===== src/sv/srce_pkg.sv =====
// shared types, codes and defaults of the register machine execute step
`timescale 1ns / 1ps

package srce_pkg;

  localparam int MEM_WORDS_DEF     = 32;
  localparam int REG_COUNT_DEF     = 4;
  localparam int PROGRAM_DEPTH_DEF = 256;
  localparam int WORD_BITS_DEF     = 32;

  // width of the magnitude compares on addresses and branch targets
  localparam int CMP_W    = 17;
  localparam int PC_OUT_W = 9;
  localparam int LEN_W    = 9;
  localparam int APB_DW   = 32;
  localparam int APB_AW   = 3;

  localparam logic [3:0] ACT_LOAD   = 4'd0;
  localparam logic [3:0] ACT_STORE  = 4'd1;
  localparam logic [3:0] ACT_MOVE   = 4'd2;
  localparam logic [3:0] ACT_ADD    = 4'd3;
  localparam logic [3:0] ACT_SUB    = 4'd4;
  localparam logic [3:0] ACT_AND    = 4'd5;
  localparam logic [3:0] ACT_OR     = 4'd6;
  localparam logic [3:0] ACT_BRANCH = 4'd7;
  localparam logic [3:0] ACT_BEZERO = 4'd8;
  localparam logic [3:0] ACT_HALT   = 4'd9;

  typedef enum logic [2:0] {
    ST_OK         = 3'd0,
    ST_BAD_MEM    = 3'd1,
    ST_BAD_BRANCH = 3'd2,
    ST_BAD_OP     = 3'd3,
    ST_HALTED     = 3'd4
  } status_t;

  typedef struct packed {
    logic [3:0]          action;
    logic [1:0]          dest_reg;
    logic [1:0]          src_a_reg;
    logic [1:0]          src_b_reg;
    logic                load_from_memory;
    logic signed [31:0]  immediate;
    logic signed [15:0]  address;
  } instr_t;

  typedef struct packed {
    status_t status;
    logic    halt;
    logic    reg_we;
    logic    mem_we;
  } wb_ctl_t;

endpackage


===== src/sv/small_register_cpu_execute_step.sv =====
// top level of the register machine execute step
`timescale 1ns / 1ps

// Executes one decoded instruction per cycle, sustained while the output is not stalled
// and the memory is not being cleared, against a register file and a data memory held in
// synchronous RAMs. An accepted instruction reads its operands at the accept edge, then
// executes and writes back as it leaves the first stage and shows its result in the output
// register at that same edge; the registered reads of the RAMs set the depth of the pipeline,
// and a write at the edge of a following read is forwarded. After reset the data memory is
// cleared one word per cycle, with in_stall high throughout; configuration writes are taken throughout.

module small_register_cpu_execute_step #(
  parameter int MEM_WORDS     = srce_pkg::MEM_WORDS_DEF,
  parameter int REG_COUNT     = srce_pkg::REG_COUNT_DEF,
  parameter int PROGRAM_DEPTH = srce_pkg::PROGRAM_DEPTH_DEF,
  parameter int WORD_BITS     = srce_pkg::WORD_BITS_DEF
) (
  input  logic                        clk,
  input  logic                        rst_n,
  input  logic                        in_valid,
  output logic                        in_stall,
  input  logic [3:0]                  in_action,
  input  logic [1:0]                  in_dest_reg,
  input  logic [1:0]                  in_src_a_reg,
  input  logic [1:0]                  in_src_b_reg,
  input  logic                        in_load_from_memory,
  input  logic signed [31:0]          in_immediate,
  input  logic signed [15:0]          in_address,
  output logic                        out_valid,
  input  logic                        out_stall,
  output logic [8:0]                  out_next_pc,
  output logic                        out_is_halted,
  output logic [2:0]                  out_status,
  input  logic                        psel,
  input  logic                        penable,
  input  logic                        pwrite,
  input  logic [srce_pkg::APB_AW-1:0] paddr,
  input  logic [srce_pkg::APB_DW-1:0] pwdata,
  output logic [srce_pkg::APB_DW-1:0] prdata,
  output logic                        pready
);

  localparam int AW  = $clog2(MEM_WORDS);
  localparam int RIW = (REG_COUNT > 1) ? $clog2(REG_COUNT) : 1;
  localparam int RXW = (RIW > 2) ? RIW : 2;
  localparam int PCW = $clog2(PROGRAM_DEPTH + 1);
  localparam int CW  = srce_pkg::CMP_W;
  localparam int LW  = srce_pkg::LEN_W;
  localparam logic [CW-1:0] WORDS_C = CW'(MEM_WORDS);

  // configuration
  logic [LW-1:0] prog_len_r;
  logic          cfg_wr;
  assign pready = 1'b1;
  assign cfg_wr = psel && penable && pwrite && !paddr[2];
  assign prdata = paddr[2] ? '0 : srce_pkg::APB_DW'(prog_len_r);

  always_ff @(posedge clk) begin
    if (!rst_n) begin
      prog_len_r <= '0;
    end else if (cfg_wr) begin
      prog_len_r <= pwdata[LW-1:0];
    end
  end

  // handshake and pipeline control
  logic             clr_busy;
  logic             in_acc;
  logic             s1_go;
  logic             s1_vld_r;
  logic             s1_vld_nxt;
  logic             out_vld_r;
  logic             out_vld_nxt;
  srce_pkg::instr_t s1_ins_r;
  srce_pkg::instr_t in_ins;

  assign s1_go    = s1_vld_r && (!out_vld_r || !out_stall);
  assign in_stall = clr_busy || (s1_vld_r && !s1_go);
  assign in_acc   = in_valid && !in_stall;

  assign in_ins.action           = in_action;
  assign in_ins.dest_reg         = in_dest_reg;
  assign in_ins.src_a_reg        = in_src_a_reg;
  assign in_ins.src_b_reg        = in_src_b_reg;
  assign in_ins.load_from_memory = in_load_from_memory;
  assign in_ins.immediate        = in_immediate;
  assign in_ins.address          = in_address;

  always_comb begin
    s1_vld_nxt  = in_acc ? 1'b1 : (s1_go ? 1'b0 : s1_vld_r);
    out_vld_nxt = s1_go ? 1'b1 : (out_stall ? out_vld_r : 1'b0);
  end

  always_ff @(posedge clk) begin
    if (in_acc) begin
      s1_ins_r <= in_ins;
    end
  end

  // operand read addresses at accept time
  logic [RXW-1:0] ra_x;
  logic [RXW-1:0] rb_x;
  logic [AW-1:0]  rd_addr;
  logic           in_addr_ok;
  assign ra_x       = RXW'(in_src_a_reg);
  assign rb_x       = RXW'(in_src_b_reg);
  assign in_addr_ok = !in_address[15] && (CW'(in_address[14:0]) < WORDS_C);
  assign rd_addr    = in_addr_ok ? in_address[AW-1:0] : '0;

  // machine state
  logic [PCW-1:0]       pc_r;
  logic                 halt_r;
  logic                 r0_nz_r;
  logic [WORD_BITS-1:0] opa;
  logic [WORD_BITS-1:0] opb;
  logic [WORD_BITS-1:0] mem_q;
  srce_pkg::wb_ctl_t    ctl;
  logic [PCW-1:0]       pc_nxt;
  logic [RIW-1:0]       reg_idx;
  logic [WORD_BITS-1:0] reg_data;
  logic [AW-1:0]        mem_idx;
  logic [WORD_BITS-1:0] mem_data;
  logic                 rf_we;
  logic                 dm_we;

  assign rf_we = s1_go && ctl.reg_we;
  assign dm_we = s1_go && ctl.mem_we;

  srce_regfile #(
    .REG_COUNT (REG_COUNT),
    .WORD_BITS (WORD_BITS)
  ) u_regfile (
    .clk     (clk),
    .rst_n   (rst_n),
    .re      (in_acc),
    .ra_idx  (ra_x[RIW-1:0]),
    .rb_idx  (rb_x[RIW-1:0]),
    .qa      (opa),
    .qb      (opb),
    .we      (rf_we),
    .wr_idx  (reg_idx),
    .wr_data (reg_data)
  );

  srce_dmem #(
    .MEM_WORDS (MEM_WORDS),
    .WORD_BITS (WORD_BITS)
  ) u_dmem (
    .clk     (clk),
    .rst_n   (rst_n),
    .busy    (clr_busy),
    .re      (in_acc),
    .rd_idx  (rd_addr),
    .q       (mem_q),
    .we      (dm_we),
    .wr_idx  (mem_idx),
    .wr_data (mem_data)
  );

  srce_exec #(
    .MEM_WORDS     (MEM_WORDS),
    .REG_COUNT     (REG_COUNT),
    .PROGRAM_DEPTH (PROGRAM_DEPTH),
    .WORD_BITS     (WORD_BITS)
  ) u_exec (
    .ins      (s1_ins_r),
    .a        (opa),
    .b        (opb),
    .mem_q    (mem_q),
    .pc       (pc_r),
    .halted   (halt_r),
    .r0_nz    (r0_nz_r),
    .prog_len (prog_len_r),
    .ctl      (ctl),
    .pc_nxt   (pc_nxt),
    .reg_idx  (reg_idx),
    .reg_data (reg_data),
    .mem_idx  (mem_idx),
    .mem_data (mem_data)
  );

  always_ff @(posedge clk) begin
    if (!rst_n) begin
      s1_vld_r  <= 1'b0;
      out_vld_r <= 1'b0;
      pc_r      <= '0;
      halt_r    <= 1'b0;
      r0_nz_r   <= 1'b0;
    end else begin
      s1_vld_r  <= s1_vld_nxt;
      out_vld_r <= out_vld_nxt;
      if (s1_go) begin
        pc_r   <= pc_nxt;
        halt_r <= ctl.halt;
      end
      // shadow of r0 so the zero test needs no third read port
      if (rf_we && reg_idx == '0) begin
        r0_nz_r <= |reg_data;
      end
    end
  end

  // output register
  logic [8:0]        out_pc_r;
  logic              out_halt_r;
  srce_pkg::status_t out_status_r;

  always_ff @(posedge clk) begin
    if (s1_go) begin
      out_pc_r     <= srce_pkg::PC_OUT_W'(pc_nxt);
      out_halt_r   <= ctl.halt;
      out_status_r <= ctl.status;
    end
  end

  assign out_valid     = out_vld_r;
  assign out_next_pc   = out_pc_r;
  assign out_is_halted = out_halt_r;
  assign out_status    = out_status_r;

  // checks
  a_halt_sticks: assert property (@(posedge clk) disable iff (!rst_n)
    halt_r |=> halt_r)
    else $error("halt flag cleared without reset");

  a_no_write_halted: assert property (@(posedge clk) disable iff (!rst_n)
    halt_r |-> !(rf_we || dm_we))
    else $error("state written while halted");

  a_stall_cause: assert property (@(posedge clk) disable iff (!rst_n)
    (in_stall && !clr_busy) |-> (s1_vld_r && out_vld_r && out_stall))
    else $error("input stalled with room in the pipeline");

  a_pc_range: assert property (@(posedge clk) disable iff (!rst_n)
    pc_r <= PCW'(PROGRAM_DEPTH))
    else $error("program counter beyond program depth");

endmodule


===== src/sv/srce_regfile.sv =====
// register file: one write port, two registered read ports, reset by valid bits
`timescale 1ns / 1ps

module srce_regfile #(
  parameter int REG_COUNT = srce_pkg::REG_COUNT_DEF,
  parameter int WORD_BITS = srce_pkg::WORD_BITS_DEF,
  localparam int RIW      = (REG_COUNT > 1) ? $clog2(REG_COUNT) : 1
) (
  input  logic                 clk,
  input  logic                 rst_n,
  input  logic                 re,
  input  logic [RIW-1:0]       ra_idx,
  input  logic [RIW-1:0]       rb_idx,
  output logic [WORD_BITS-1:0] qa,
  output logic [WORD_BITS-1:0] qb,
  input  logic                 we,
  input  logic [RIW-1:0]       wr_idx,
  input  logic [WORD_BITS-1:0] wr_data
);

  logic [WORD_BITS-1:0] mem [REG_COUNT];
  logic [REG_COUNT-1:0] vld_r;
  logic [WORD_BITS-1:0] qa_r;
  logic [WORD_BITS-1:0] qb_r;

  always_ff @(posedge clk) begin
    if (!rst_n) begin
      vld_r <= '0;
    end else if (we) begin
      vld_r[wr_idx] <= 1'b1;
    end
  end

  always_ff @(posedge clk) begin
    if (we) begin
      mem[wr_idx] <= wr_data;
    end
  end

  // a write at the same edge is forwarded into the read data
  always_ff @(posedge clk) begin
    if (re) begin
      if (we && wr_idx == ra_idx) begin
        qa_r <= wr_data;
      end else begin
        qa_r <= vld_r[ra_idx] ? mem[ra_idx] : '0;
      end
      if (we && wr_idx == rb_idx) begin
        qb_r <= wr_data;
      end else begin
        qb_r <= vld_r[rb_idx] ? mem[rb_idx] : '0;
      end
    end
  end

  assign qa = qa_r;
  assign qb = qb_r;

endmodule


===== src/sv/srce_dmem.sv =====
// data memory: one write port, one registered read port, clearing pass after reset
`timescale 1ns / 1ps

module srce_dmem #(
  parameter int MEM_WORDS = srce_pkg::MEM_WORDS_DEF,
  parameter int WORD_BITS = srce_pkg::WORD_BITS_DEF,
  localparam int AW       = $clog2(MEM_WORDS)
) (
  input  logic                 clk,
  input  logic                 rst_n,
  output logic                 busy,
  input  logic                 re,
  input  logic [AW-1:0]        rd_idx,
  output logic [WORD_BITS-1:0] q,
  input  logic                 we,
  input  logic [AW-1:0]        wr_idx,
  input  logic [WORD_BITS-1:0] wr_data
);

  localparam logic [AW-1:0] LAST = AW'(MEM_WORDS - 1);

  logic [WORD_BITS-1:0] mem [MEM_WORDS];
  logic [WORD_BITS-1:0] q_r;
  logic [AW-1:0]        clr_cnt_r;
  logic [AW-1:0]        clr_cnt_nxt;
  logic                 busy_r;
  logic                 busy_nxt;

  always_comb begin
    clr_cnt_nxt = clr_cnt_r;
    busy_nxt    = busy_r;
    if (busy_r) begin
      clr_cnt_nxt = clr_cnt_r + AW'(1);
      if (clr_cnt_r == LAST) begin
        busy_nxt = 1'b0;
      end
    end
  end

  always_ff @(posedge clk) begin
    if (!rst_n) begin
      clr_cnt_r <= '0;
      busy_r    <= 1'b1;
    end else begin
      clr_cnt_r <= clr_cnt_nxt;
      busy_r    <= busy_nxt;
    end
  end

  always_ff @(posedge clk) begin
    if (busy_r) begin
      mem[clr_cnt_r] <= '0;
    end else if (we) begin
      mem[wr_idx] <= wr_data;
    end
  end

  always_ff @(posedge clk) begin
    if (re) begin
      q_r <= (we && wr_idx == rd_idx) ? wr_data : mem[rd_idx];
    end
  end

  assign busy = busy_r;
  assign q    = q_r;

endmodule


===== src/sv/srce_exec.sv =====
// execute logic: decodes one instruction against its operands and the machine state
`timescale 1ns / 1ps

module srce_exec #(
  parameter int MEM_WORDS     = srce_pkg::MEM_WORDS_DEF,
  parameter int REG_COUNT     = srce_pkg::REG_COUNT_DEF,
  parameter int PROGRAM_DEPTH = srce_pkg::PROGRAM_DEPTH_DEF,
  parameter int WORD_BITS     = srce_pkg::WORD_BITS_DEF,
  localparam int AW           = $clog2(MEM_WORDS),
  localparam int RIW          = (REG_COUNT > 1) ? $clog2(REG_COUNT) : 1,
  localparam int PCW          = $clog2(PROGRAM_DEPTH + 1)
) (
  input  srce_pkg::instr_t           ins,
  input  logic [WORD_BITS-1:0]       a,
  input  logic [WORD_BITS-1:0]       b,
  input  logic [WORD_BITS-1:0]       mem_q,
  input  logic [PCW-1:0]             pc,
  input  logic                       halted,
  input  logic                       r0_nz,
  input  logic [srce_pkg::LEN_W-1:0] prog_len,
  output srce_pkg::wb_ctl_t          ctl,
  output logic [PCW-1:0]             pc_nxt,
  output logic [RIW-1:0]             reg_idx,
  output logic [WORD_BITS-1:0]       reg_data,
  output logic [AW-1:0]              mem_idx,
  output logic [WORD_BITS-1:0]       mem_data
);

  localparam int CW  = srce_pkg::CMP_W;
  localparam int RXW = (RIW > 2) ? RIW : 2;
  localparam logic [CW-1:0]  DEPTH_C = CW'(PROGRAM_DEPTH);
  localparam logic [CW-1:0]  WORDS_C = CW'(MEM_WORDS);
  localparam logic [PCW-1:0] PC_MAX  = PCW'(PROGRAM_DEPTH);
  localparam logic [4:0]     REGS_C  = 5'(REG_COUNT);

  logic [CW-1:0]        len_c;
  logic [CW-1:0]        limit;
  logic [CW-1:0]        addr_mag;
  logic                 addr_ok;
  logic                 br_ok;
  logic                 rd_ok;
  logic                 ra_ok;
  logic                 rb_ok;
  logic [PCW-1:0]       pc_adv;
  logic [RXW-1:0]       rd_x;
  logic [WORD_BITS-1:0] alu_q;

  assign len_c    = CW'(prog_len);
  assign limit    = (len_c < DEPTH_C) ? len_c : DEPTH_C;
  assign addr_mag = CW'(ins.address[14:0]);
  assign addr_ok  = !ins.address[15] && (addr_mag < WORDS_C);
  assign br_ok    = !ins.address[15] && (addr_mag < limit);
  assign rd_ok    = (5'(ins.dest_reg) < REGS_C);
  assign ra_ok    = (5'(ins.src_a_reg) < REGS_C);
  assign rb_ok    = (5'(ins.src_b_reg) < REGS_C);
  assign pc_adv   = (pc >= PC_MAX) ? PC_MAX : pc + PCW'(1);
  assign rd_x     = RXW'(ins.dest_reg);
  assign reg_idx  = rd_x[RIW-1:0];
  assign mem_idx  = addr_ok ? ins.address[AW-1:0] : '0;
  assign mem_data = a;

  always_comb begin
    case (ins.action)
      srce_pkg::ACT_ADD: alu_q = a + b;
      srce_pkg::ACT_SUB: alu_q = a - b;
      srce_pkg::ACT_AND: alu_q = a & b;
      default:           alu_q = a | b;
    endcase
  end

  always_comb begin
    ctl.status = srce_pkg::ST_OK;
    ctl.halt   = halted;
    ctl.reg_we = 1'b0;
    ctl.mem_we = 1'b0;
    pc_nxt     = pc;
    reg_data   = alu_q;
    if (halted) begin
      ctl.status = srce_pkg::ST_HALTED;
    end else begin
      unique case (ins.action) inside
        srce_pkg::ACT_HALT: begin
          ctl.halt = 1'b1;
        end
        srce_pkg::ACT_BRANCH, srce_pkg::ACT_BEZERO: begin
          if (ins.action == srce_pkg::ACT_BEZERO && r0_nz) begin
            pc_nxt = pc_adv;
          end else if (br_ok) begin
            pc_nxt = PCW'(ins.address[14:0]);
          end else begin
            ctl.status = srce_pkg::ST_BAD_BRANCH;
            pc_nxt     = pc_adv;
          end
        end
        srce_pkg::ACT_LOAD: begin
          pc_nxt = pc_adv;
          if (rd_ok) begin
            if (!ins.load_from_memory) begin
              ctl.reg_we = 1'b1;
              reg_data   = WORD_BITS'(ins.immediate);
            end else if (addr_ok) begin
              ctl.reg_we = 1'b1;
              reg_data   = mem_q;
            end else begin
              ctl.status = srce_pkg::ST_BAD_MEM;
            end
          end
        end
        srce_pkg::ACT_STORE: begin
          pc_nxt = pc_adv;
          if (ra_ok) begin
            if (addr_ok) begin
              ctl.mem_we = 1'b1;
            end else begin
              ctl.status = srce_pkg::ST_BAD_MEM;
            end
          end
        end
        srce_pkg::ACT_MOVE: begin
          pc_nxt     = pc_adv;
          ctl.reg_we = rd_ok && ra_ok;
          reg_data   = a;
        end
        srce_pkg::ACT_ADD, srce_pkg::ACT_SUB, srce_pkg::ACT_AND, srce_pkg::ACT_OR: begin
          pc_nxt     = pc_adv;
          ctl.reg_we = rd_ok && ra_ok && rb_ok;
        end
        default: begin
          ctl.status = srce_pkg::ST_BAD_OP;
          pc_nxt     = pc_adv;
        end
      endcase
    end
  end

endmodule

===== config.mk =====
export PLATFORM = sky130hd
export DESIGN_NAME = small_register_cpu_execute_step
export DESIGN_NICKNAME = d
export VERILOG_FILES = /design/src/sv/srce_pkg.sv /design/src/sv/small_register_cpu_execute_step.sv /design/src/sv/srce_regfile.sv /design/src/sv/srce_dmem.sv /design/src/sv/srce_exec.sv
export SDC_FILE = /design/constraint.sdc
export NUM_CORES = 2
export LEC_CHECK = 0
export BUFFER_PORTS_ARGS = -buffer_cell sky130_fd_sc_hd__buf_2
export CAP_MARGIN = 20
export CORE_ASPECT_RATIO = 0.8
export CORE_MARGIN = 3
export CORE_UTILIZATION = 45
export DETAILED_ROUTE_END_ITERATION = 10
export GPL_TIMING_DRIVEN = 0
export PLACE_DENSITY = 0.69
export REMOVE_ABC_BUFFERS = 1
export SKIP_CTS_REPAIR_TIMING = 1
export SYNTH_ARGS = -nofsm -noshare
export SYNTH_HDL_FRONTEND = slang
export SYNTH_SLANG_ARGS = --single-unit

===== constraint.sdc =====
create_clock -name clk -period 11.6 [get_ports clk]
set_clock_uncertainty 0.05 [all_clocks]
set_input_delay 2.32 -clock clk [delete_from_list [all_inputs] [get_ports clk]]
set_output_delay 2.32 -clock clk [all_outputs]
set_load 0.02 [all_outputs]

==> impl_results.md <==
* Status: finished clean
* EDFF count, synth at 1316
* Layout Area Growth over Synthesis at 14.1%
* Die height at ~330 um
* Gr ovfl total at 0
* Synth area leader: edfxtp_1
* Most frequent cells in the layout: edfxtp_1, nand2_1, mux4_2
* Die width at 410 um
* # rows at 117
* Drt first pass iters at 9
* Dominant synthesized flop cell: edfxtp_1
* Critical path startpoint: s1_ins_r[57]
* Avg Cell Area, Syn at about 15 sq um
* Reg2reg start: s1_ins_r[57]
* Root buffer cell: clkbuf_16
* DR iter-0 viols at slightly above 5000
* Slew Limit Headroom at about a quarter
* Worst reg2reg setup slack at ~5000 ps
* Max Clk Rate at 150 MHz
* First-pass GRT wire length at 233000 um
* Largest net degree at the start of global routing at 95
* Final hold vios at 0
* Syn Inst Count at approximately 3800
* Total track usage at a little under a quarter
* Final period util at a little under three fifths
* Layout Nets at ~4000
* Hold path depth at 2
* VDD IR max at between 0.0001 and 0.00015 V
* Max-slew violation count at 0
* DIE AREA at 135000 sq um
* Core Area at ~130000 sq um
* Worst Tran Pin Value at 1130 ps
* Arrival @ worst endpoint at roughly 7200 ps
* Commonest non-fill, non-tap cell in the layout: edfxtp_1
* Starting density of the core at about 46%
* Clk buf depth at 3
* Share of cells above drive strength 1 at around 20%
* Top cell type's share of synthesized area at 67.2%
* Mapped Area at 58800 sq um
* Vias in the first global route at 33800
* Antenna violations before repair at 5
* Via Count at around 36000
* Num ports at about 150
* Post-route insts no fill at between 5000 and 6000
* Worst setup EP type: register
* Minimum clock period at ~6600 ps
* Leak Pwr at roughly 0.021 uW
* Yosys reg bits at ~1300
* Multi-input gate area at ~18000 sq um
* Worst Hold Class: reg -> reg
* Vias per inst at approximately 6.3
* Total power at between 9000 and 10000 uW
* Design Area, Final at about 67000 sq um
* CTS clk-pin slew, worst paths at ~70 ps
* TritonCTS clock tree: built
* Final WL at between 150000 and 200000 um
* Post-synth cell types at 94
* Largest cells by area after synthesis: edfxtp_1, mux4_2, nand2_1
* Ys async rst share at 0%
* Pre-CTS WS at approximately 4200 ps
* # port buffers at 99
* Register Area at about 40000 sq um
* WL per Instance at between 20 and 30 um
* Final setup fails at 0
* Sequential share of the synthesized area at between 60% and 70%
* Critical Path RT at ~12000 ps
* Hold path startpoint: prog_len_r[5]
* Num CTS Buffers at between 100 and 150
* Clk_lat worst skew at about 740 ps
* Crit start category: register
* DRC at 0
* RSZ-0062 raised after global routing: no
* Cell total after placement at ~5500
* Final HPWL DP at 101000 um
* Max cap viols at 0
* Fill cells at ~10000
* DRT antenna net count at 0
* Reg2reg path depth at 16
* Sink Count at between 1000 and 1500
* H-tree lvl count at 3
* Critical path fanouts, max at 22
* Worst setup margin at about 5000 ps
* GPL Wtd Cong at ~0.9
* Crit path kind: reg -> reg
* Pwr/cell area at approximately 140 nW/um^2
* Ys Warns at 0
* Placed instance area at about 63000 sq um
-- synth_stat cells (all sizes together), types with 14 or more instances --
| cell | count |
|---|---|
| a21oi | 186 |
| ha | 46 |
| nand4 | 19 |
| and3 | 18 |
| a311oi | 24 |
| nor2 | 174 |
| dfxtp | 32 |
| xnor2 | 41 |
| clkbuf | 193 |
| nor3 | 62 |
| mux2 | 43 |
| buf | 85 |
| o22ai | 55 |
| nand3 | 98 |
| o21a | 19 |
| or3 | 59 |
| a31oi | 45 |
| xor2 | 20 |
| and2 | 42 |
| o21ai | 190 |
| inv | 54 |
| nand2b | 14 |
| mux4 | 258 |
| a211oi | 53 |
| a21o | 21 |
| nand2 | 293 |
| mux2i | 68 |
| nor2b | 25 |
| o211ai | 63 |
| edfxtp | 1316 |
-- per-stage QoR --
| step | TNS [ps] | utilization [%] | hold slack [ps] |
|---|---|---|---|
| 2_1_floorplan | -38410 | - | 397 |
| 3_3_place_gp | -550070 | 47.0 | 414 |
| 3_5_place_dp | 0 | 48.9 | 423 |
| 4_1_cts | 0 | 51.9 | 432 |
| 5_1_grt | 0 | 52.2 | 457 |
| 6_report | 0 | 52.2 | 430 |
-- sequential cells by signal, indices dropped and copies added, names as in the netlist --
register	count
s1_vld_r	1
out_valid	1
halt_r	1
u_regfile.vld_r	4
out_status	3
u_regfile.qb	32
u_dmem.mem	1024
prog_len_r	9
u_regfile.mem	128
s1_ins_r	55
u_dmem.busy	1
pc_r	9
u_regfile.qa	32
out_next_pc	9
u_dmem.clr_cnt_r	5
u_dmem.q	32
r0_nz_r	1
out_is_halted	1
-- worst max-delay path, cell delays in order, from the launching register on --
cell	delay (ps)
edfxtp_1	1090
nand2_1	260
nor3_2	680
a21oi_1	110
xnor2_1	180
ha_1	350
nand2_1	80
a211oi_1	570
o21ai_0	380
a21boi_0	630
mux2_2	300
o221ai_1	300
nor3_1	430
nand4b_1	350
nor4_2	410
clkbuf_4	280
nor2_1	60
-- final timing paths --
kind / end
max: r0_nz_r
min: prog_len_r[5]
max reg2reg: r0_nz_r
min reg2reg: prog_len_r[5]
-- metal layers --
metal,vias to the layer above,part of all wire [%],GRT usage [%]
li1,15200,-,-
met1,18400,41,34.8
met2,2166,45,35.0
met3,265,11,5.24
met4,0,2.4,5.62
met5,-,0,0
-- cell families (layout without fill, tap and decap cells) --
kind of cell | count (synthesis) | after routing | synth area share (%)
flip-flops | 1348 | 1348 | 68.3
multiplexers | 369 | 369 | 11.9
AO/OA/AOI/OAI | 770 | 770 | 8.40
buffers and inverters | 334 | 484 | 2.38
other | 2 | 27 | 0.0128
XOR/XNOR | 61 | 61 | 0.909
AND/OR/NAND/NOR | 868 | 868 | 7.13
adder cells (fa/ha/maj) | 47 | 47 | 1.01
-- where the power goes --
part           internal [uW]  switching, uW  total, uW
Combinational            120            192        312
Sequential              5320           11.9       5330
Clock                   2180           1800       3980
-- cell type report --
cell class	instances	area share [%]
clock buffer	142	4.57
tap	1725	3.22
multi-input combinational	2139	26.4
clock inverter	74	1.16
sequential	1348	59.8
inverter	56	0.321
antenna	3	0.0112
timing repair buffer	212	4.46
Note: power is estimated with default switching activity, not from simulation.
